==> src/rtl/dtrc_pkg.sv <==
`default_nettype none
// ----------------------------------------------------------------------------
// Dirty tile run coalescer package
// Shared transaction types, command and status groups, and default constants.
// ----------------------------------------------------------------------------
package dtrc_pkg;

    localparam int TILES_PER_ROW_DEF = 128;
    localparam int TILE_ROWS_DEF     = 128;
    localparam int TILE_BYTES_DEF    = 128;

    localparam int WORD_W        = 32;
    localparam int POS_W         = 16;
    localparam int OFFSET_W      = 21;
    localparam int LENGTH_W      = 15;
    localparam int TB_W          = 13;
    localparam int RAM_DEPTH_DEF = 512;

    localparam logic KIND_MARK = 1'b0;
    localparam logic KIND_RUN  = 1'b1;

    typedef struct packed {
        logic             kind;
        logic [POS_W-1:0] position;
    } item_t;

    typedef struct packed {
        logic                ignored;
        logic                run_found;
        logic [OFFSET_W-1:0] run_offset;
        logic [LENGTH_W-1:0] run_length;
        logic                done_res;
    } result_t;

    typedef enum logic [1:0] {
        RES_MARK,
        RES_IGNORED,
        RES_FOUND,
        RES_DONE
    } res_kind_t;

    typedef struct packed {
        logic      clr;
        logic      load_item;
        logic      rd_item;
        logic      rd_ptr;
        logic      mark_wr;
        logic      scan_step;
        logic      rewind;
        logic      align_step;
        logic      run_step;
        logic      out_load;
        res_kind_t res_kind;
    } cmd_t;

    typedef struct packed {
        logic pos_out;
        logic ptr_end;
        logic scan_hit;
        logic scan_end;
        logic align_more;
        logic run_more;
        logic clr_last;
        logic out_free;
    } sts_t;

endpackage
`default_nettype wire

==> src/rtl/dtrc_ctrl.sv <==
`default_nettype none
// ----------------------------------------------------------------------------
// Dirty tile run coalescer controller
// Sequences the clearing pass, marks, bitmap scans, row alignment and runs.
// ----------------------------------------------------------------------------
module dtrc_ctrl (
    input  wire logic           clk,
    input  wire logic           rst_n,
    input  wire logic           item_valid,
    input  wire logic           item_kind,
    output logic                item_stall,
    input  wire dtrc_pkg::sts_t sts,
    output dtrc_pkg::cmd_t      cmd
);

    typedef enum logic [2:0] {
        S_CLEAR,
        S_IDLE,
        S_MARK,
        S_SCAN,
        S_ALIGN,
        S_RUN,
        S_RESP
    } state_t;

    state_t              state_reg;
    state_t              state_next;
    dtrc_pkg::res_kind_t res_reg;
    dtrc_pkg::res_kind_t res_next;

    assign item_stall = (state_reg != S_IDLE);

    always_comb
    begin
        state_next   = state_reg;
        res_next     = res_reg;
        cmd          = '0;
        cmd.res_kind = res_reg;
        case (state_reg)
            S_CLEAR:
            begin
                cmd.clr = 1'b1;
                if (sts.clr_last)
                begin
                    state_next = S_IDLE;
                end
            end
            S_IDLE:
            begin
                if (item_valid)
                begin
                    cmd.load_item = 1'b1;
                    case (item_kind)
                        dtrc_pkg::KIND_MARK:
                        begin
                            if (sts.pos_out)
                            begin
                                res_next   = dtrc_pkg::RES_IGNORED;
                                state_next = S_RESP;
                            end
                            else
                            begin
                                cmd.rd_item = 1'b1;
                                state_next  = S_MARK;
                            end
                        end
                        dtrc_pkg::KIND_RUN:
                        begin
                            if (sts.ptr_end)
                            begin
                                cmd.rewind = 1'b1;
                                res_next   = dtrc_pkg::RES_DONE;
                                state_next = S_RESP;
                            end
                            else
                            begin
                                cmd.rd_ptr = 1'b1;
                                state_next = S_SCAN;
                            end
                        end
                        default:
                        begin
                            state_next = S_IDLE;
                        end
                    endcase
                end
            end
            S_MARK:
            begin
                cmd.mark_wr = 1'b1;
                res_next    = dtrc_pkg::RES_MARK;
                state_next  = S_RESP;
            end
            S_SCAN:
            begin
                cmd.scan_step = 1'b1;
                if (sts.scan_hit)
                begin
                    state_next = S_ALIGN;
                end
                else if (sts.scan_end)
                begin
                    cmd.rewind = 1'b1;
                    res_next   = dtrc_pkg::RES_DONE;
                    state_next = S_RESP;
                end
            end
            S_ALIGN:
            begin
                cmd.align_step = 1'b1;
                if (!sts.align_more)
                begin
                    state_next = S_RUN;
                end
            end
            S_RUN:
            begin
                cmd.run_step = 1'b1;
                if (!sts.run_more)
                begin
                    res_next   = dtrc_pkg::RES_FOUND;
                    state_next = S_RESP;
                end
            end
            S_RESP:
            begin
                if (sts.out_free)
                begin
                    cmd.out_load = 1'b1;
                    state_next   = S_IDLE;
                end
            end
            default:
            begin
                state_next = S_IDLE;
            end
        endcase
    end

    always_ff @(posedge clk or negedge rst_n)
    begin
        if (!rst_n)
        begin
            state_reg <= S_CLEAR;
            res_reg   <= dtrc_pkg::RES_MARK;
        end
        else
        begin
            state_reg <= state_next;
            res_reg   <= res_next;
        end
    end

endmodule
`default_nettype wire

==> config.mk <==
export PLATFORM = sky130hd
export DESIGN_NAME = dtrc_ctrl
export DESIGN_NICKNAME = d
export VERILOG_FILES = /design/src/rtl/dtrc_pkg.sv /design/src/rtl/dtrc_ctrl.sv
export SDC_FILE = /design/constraint.sdc
export NUM_CORES = 1
export LEC_CHECK = 0
export BUFFER_PORTS_ARGS = -buffer_cell sky130_fd_sc_hd__buf_2
export CORE_MARGIN = 1
export CORE_UTILIZATION = 40
export CTS_CLUSTER_DIAMETER = 120
export CTS_CLUSTER_SIZE = 28
export DETAILED_ROUTE_END_ITERATION = 16
export PLACE_DENSITY = 0.71
export RECOVER_POWER = 50
export SLEW_MARGIN = 30
export SYNTH_ARGS = -nofsm -noshare
export SYNTH_HDL_FRONTEND = slang
export SYNTH_SLANG_ARGS = --single-unit
export TNS_END_PERCENT = 30
==> constraint.sdc <==
create_clock -name clk -period 3 [get_ports clk]
set_input_delay 0 -clock clk [delete_from_list [all_inputs] [get_ports clk]]
set_output_delay 0 -clock clk [all_outputs]
set_load 0.02 [all_outputs]
==> impl_metrics.tcl <==
set metrics [dict create \
    wl_um 1132 \
    final.min_clock_period_ns 1.837 \
    clockBufferDepth 2 \
    overflow 0 \
    post_cts_buffers 0 \
    synthDistinctLibCells 32 \
    rows 12 \
    yosysWarnings 0 \
    async_flop_share_pct 100.0 \
    die-area_um2 1446 \
    max_cap_viol_count 0 \
    ys_seq_elements 5 \
    tritoncts "yes" \
    fp.dieW_um 38.03 \
    fin_util_pct 56.82 \
    p_seq_share_pct 27.7 \
    hold_viol 0 \
    synthToLayoutAreaGrowth_pct 26.51 \
    grt_pass1_wl_um 1752 \
    fp.dieH_um 38.03 \
    min_path_type "input pin to asynchronous set/reset pin" \
    clkPwrFrac_pct 11.4 \
    switching_share_pct 48.22 \
    cp_max_fo 16 \
    diodes 0 \
    nets 96 \
    ant_nets 0 \
    placed_cells 92 \
    rsz0062_at_grt "false" \
    cts-root-buf "clkbuf_4" \
    outcome "complete, no violations" \
    globalplace.congestion 0.7447 \
    routedWlPerCell_um 11.67 \
    arrival_ns 1.96 \
    ys.flop_type "dfrtp_1" \
    vdd_drop_max_v 0.0006697 \
    powerDensity_nw_per_um2 1073 \
    switchingPower_mw 0.3399 \
    fmax_mhz 544.4 \
    clock_sinks 5 \
    start_util_pct 44.91 \
    num_vias 520 \
    holdWs_ns 0.1299 \
    synth_edf_count 0 \
    internal_power_mw 0.3650 \
    combPwrFrac_pct 61.0 \
    slew_headroom_pct 67.77 \
    synth_seq_area_share_pct 24.10 \
    h-tree-depth 1 \
    track_usage_pct 18.28 \
    leakagePower_nw 0.2958 \
    syn-cell-area_um2 519.2 \
    grt_max_degree 18 \
    finalSetupTns_ns 0 \
    io_buffers 24 \
    synthCells 58 \
    dp_hpwl_um 840.8 \
    largest_register_ffs 3 \
    drt_iter0_markers 3 \
    nFillCells 119 \
    antenna_found_initial 0 \
    clkTransAtPathRegs_ns 0.05 \
    synth_fp_nets 70 \
    finalClockSkew_ns 0.006287 \
    clk_latency_ns 0.24 \
    path_class "flip-flop to flip-flop" \
    numCtsBuffers 3 \
    dr.pass1.iters 4 \
    route.detailed.drc 0 \
    worstMarginPinSlew_ns 0.4835 \
    pin_count 25 \
    required_ns 3.12 \
    avgSynthCellArea_um2 8.953 \
    grt_pass1_vias 408 \
    startpoint_type "flip-flop" \
    slew_violations 0 \
    post-route-worst-setup-slack_ns 1.163 \
    fin_crit_sh_pct 61.23 \
    via_per_inst 5.361 \
    pre_cts_ws_ns 1.178 \
    cp-end-kind "flip-flop" \
    fp.coreArea_um2 1156 \
    drive_gt1_share_pct 36.14 \
    final_cells 97 \
    setup_violations 0 \
]
synthesized netlist by cell type, types with 2 or more instances:
master,count,area (µm²)
mux2_2,2,22.52
dfrtp_1,5,125.1
inv_1,2,7.510
nor2b_1,4,25.02
nand4bb_1,2,22.52
nand2_1,5,18.77
nor2_1,5,18.77
o31ai_1,2,15.01
a21oi_1,2,10.01
nor3b_1,2,15.01
nor3_2,2,20.02
nand2b_1,2,12.51
mux2_1,2,22.52
nor3_1,3,15.01
per-layer routing:
| metal | GRT usage, % | vias up | routed length [µm] |
|---|---|---|---|
| li1 | - | 265 | - |
| met1 | 22.18 | 240 | 566 |
| met2 | 27.12 | 13 | 507 |
| met3 | 5.233 | 2 | 37 |
| met4 | 13.39 | 0 | 21 |
| met5 | 0 | - | 0 |
cells in the final DEF, fill, tap and decap left out, drive strengths merged:
cell type | synthesis | routed
or3 | 1 | 1
nand4bb | 2 | 2
nor2b | 4 | 4
nor2 | 5 | 5
dlygate4sd3 | 0 | 1
inv | 2 | 2
clkbuf | 1 | 11
nand2b | 2 | 2
and3 | 1 | 1
a211o | 1 | 1
a311oi | 1 | 1
a32o | 1 | 1
o21a | 1 | 1
o211ai | 1 | 1
o31ai | 2 | 2
a21oi | 2 | 2
dfrtp | 5 | 5
nand2 | 5 | 5
o221a | 1 | 1
and2b | 2 | 2
buf | 3 | 17
nand3b | 1 | 1
mux2 | 5 | 5
o41ai | 1 | 1
nor3b | 3 | 3
nor3 | 5 | 5
path summary, 6_finish.rpt:
kind,start,endpoint,slack (ns),cells past startpoint
worst max-delay path,state_reg[1],res_reg[0],1.16,4
worst min-delay path,rst_n,state_reg[0],0.13,2
worst max register to register,state_reg[1],res_reg[0],1.16,4
worst min register to register,res_reg[0],res_reg[0],0.48,1
max in group asynchronous,rst_n,res_reg[0],2.66,2
min in group clk,item_kind,res_reg[1],0.23,4
power by group through the flow:
| stage | registers (mW) | logic (mW) | clock network (mW) |
|---|---|---|---|
| global route | 0.211 | 0.469 | 0.0902 |
| floorplan | 0.153 | 0.399 | 0 |
| finish | 0.195 | 0.430 | 0.0801 |
| global placement | 0.191 | 0.439 | 0 |
| detailed placement | 0.194 | 0.441 | 0 |
| CTS | 0.194 | 0.446 | 0.0821 |
what timing repair did:
| action | 4_1_cts | 5_1_grt |
|---|---|---|
| endpoints found under the hold margin | 5 | 0 |
| hold buffers | 1 | 0 |
| resized for setup | 0 | 0 |
cells by family (layout without fill, tap and decap cells):
kind of cell    count (synthesis)  count (layout)  share of synthesized area (%)
compound gates                 11              11                          19.52
buf+inv                         6              31                          6.746
mux                             5               5                          11.56
flops                           5               5                          24.10
simple gates                   31              31                          38.07
area by class of cell:
type	count	area, µm²	area share, %
multi-input cells	47	359.1	54.67
flip-flops and latches	5	125.1	19.05
repair buffers	25	121.4	18.48
clock buffers	4	26.28	4.000
well taps	14	17.52	2.667
inverters	2	7.507	1.143
critical path, stage by stage, from the launching register on:
cell and delay [ns]:
dfrtp_1 0.55, nand2b_1 0.28, o21a_1 0.24, a311oi_2 0.30
mux2_1 0.34
through the flow:
step                cell area [µm²]  total power [mW]
finish                        656.9            0.7050
global route                  656.9            0.7699
CTS                           665.6            0.7220
detailed placement            629.4            0.6354
global placement              629.4            0.6301
floorplan                     519.2            0.5516
Power figures use the tool's default switching activity.
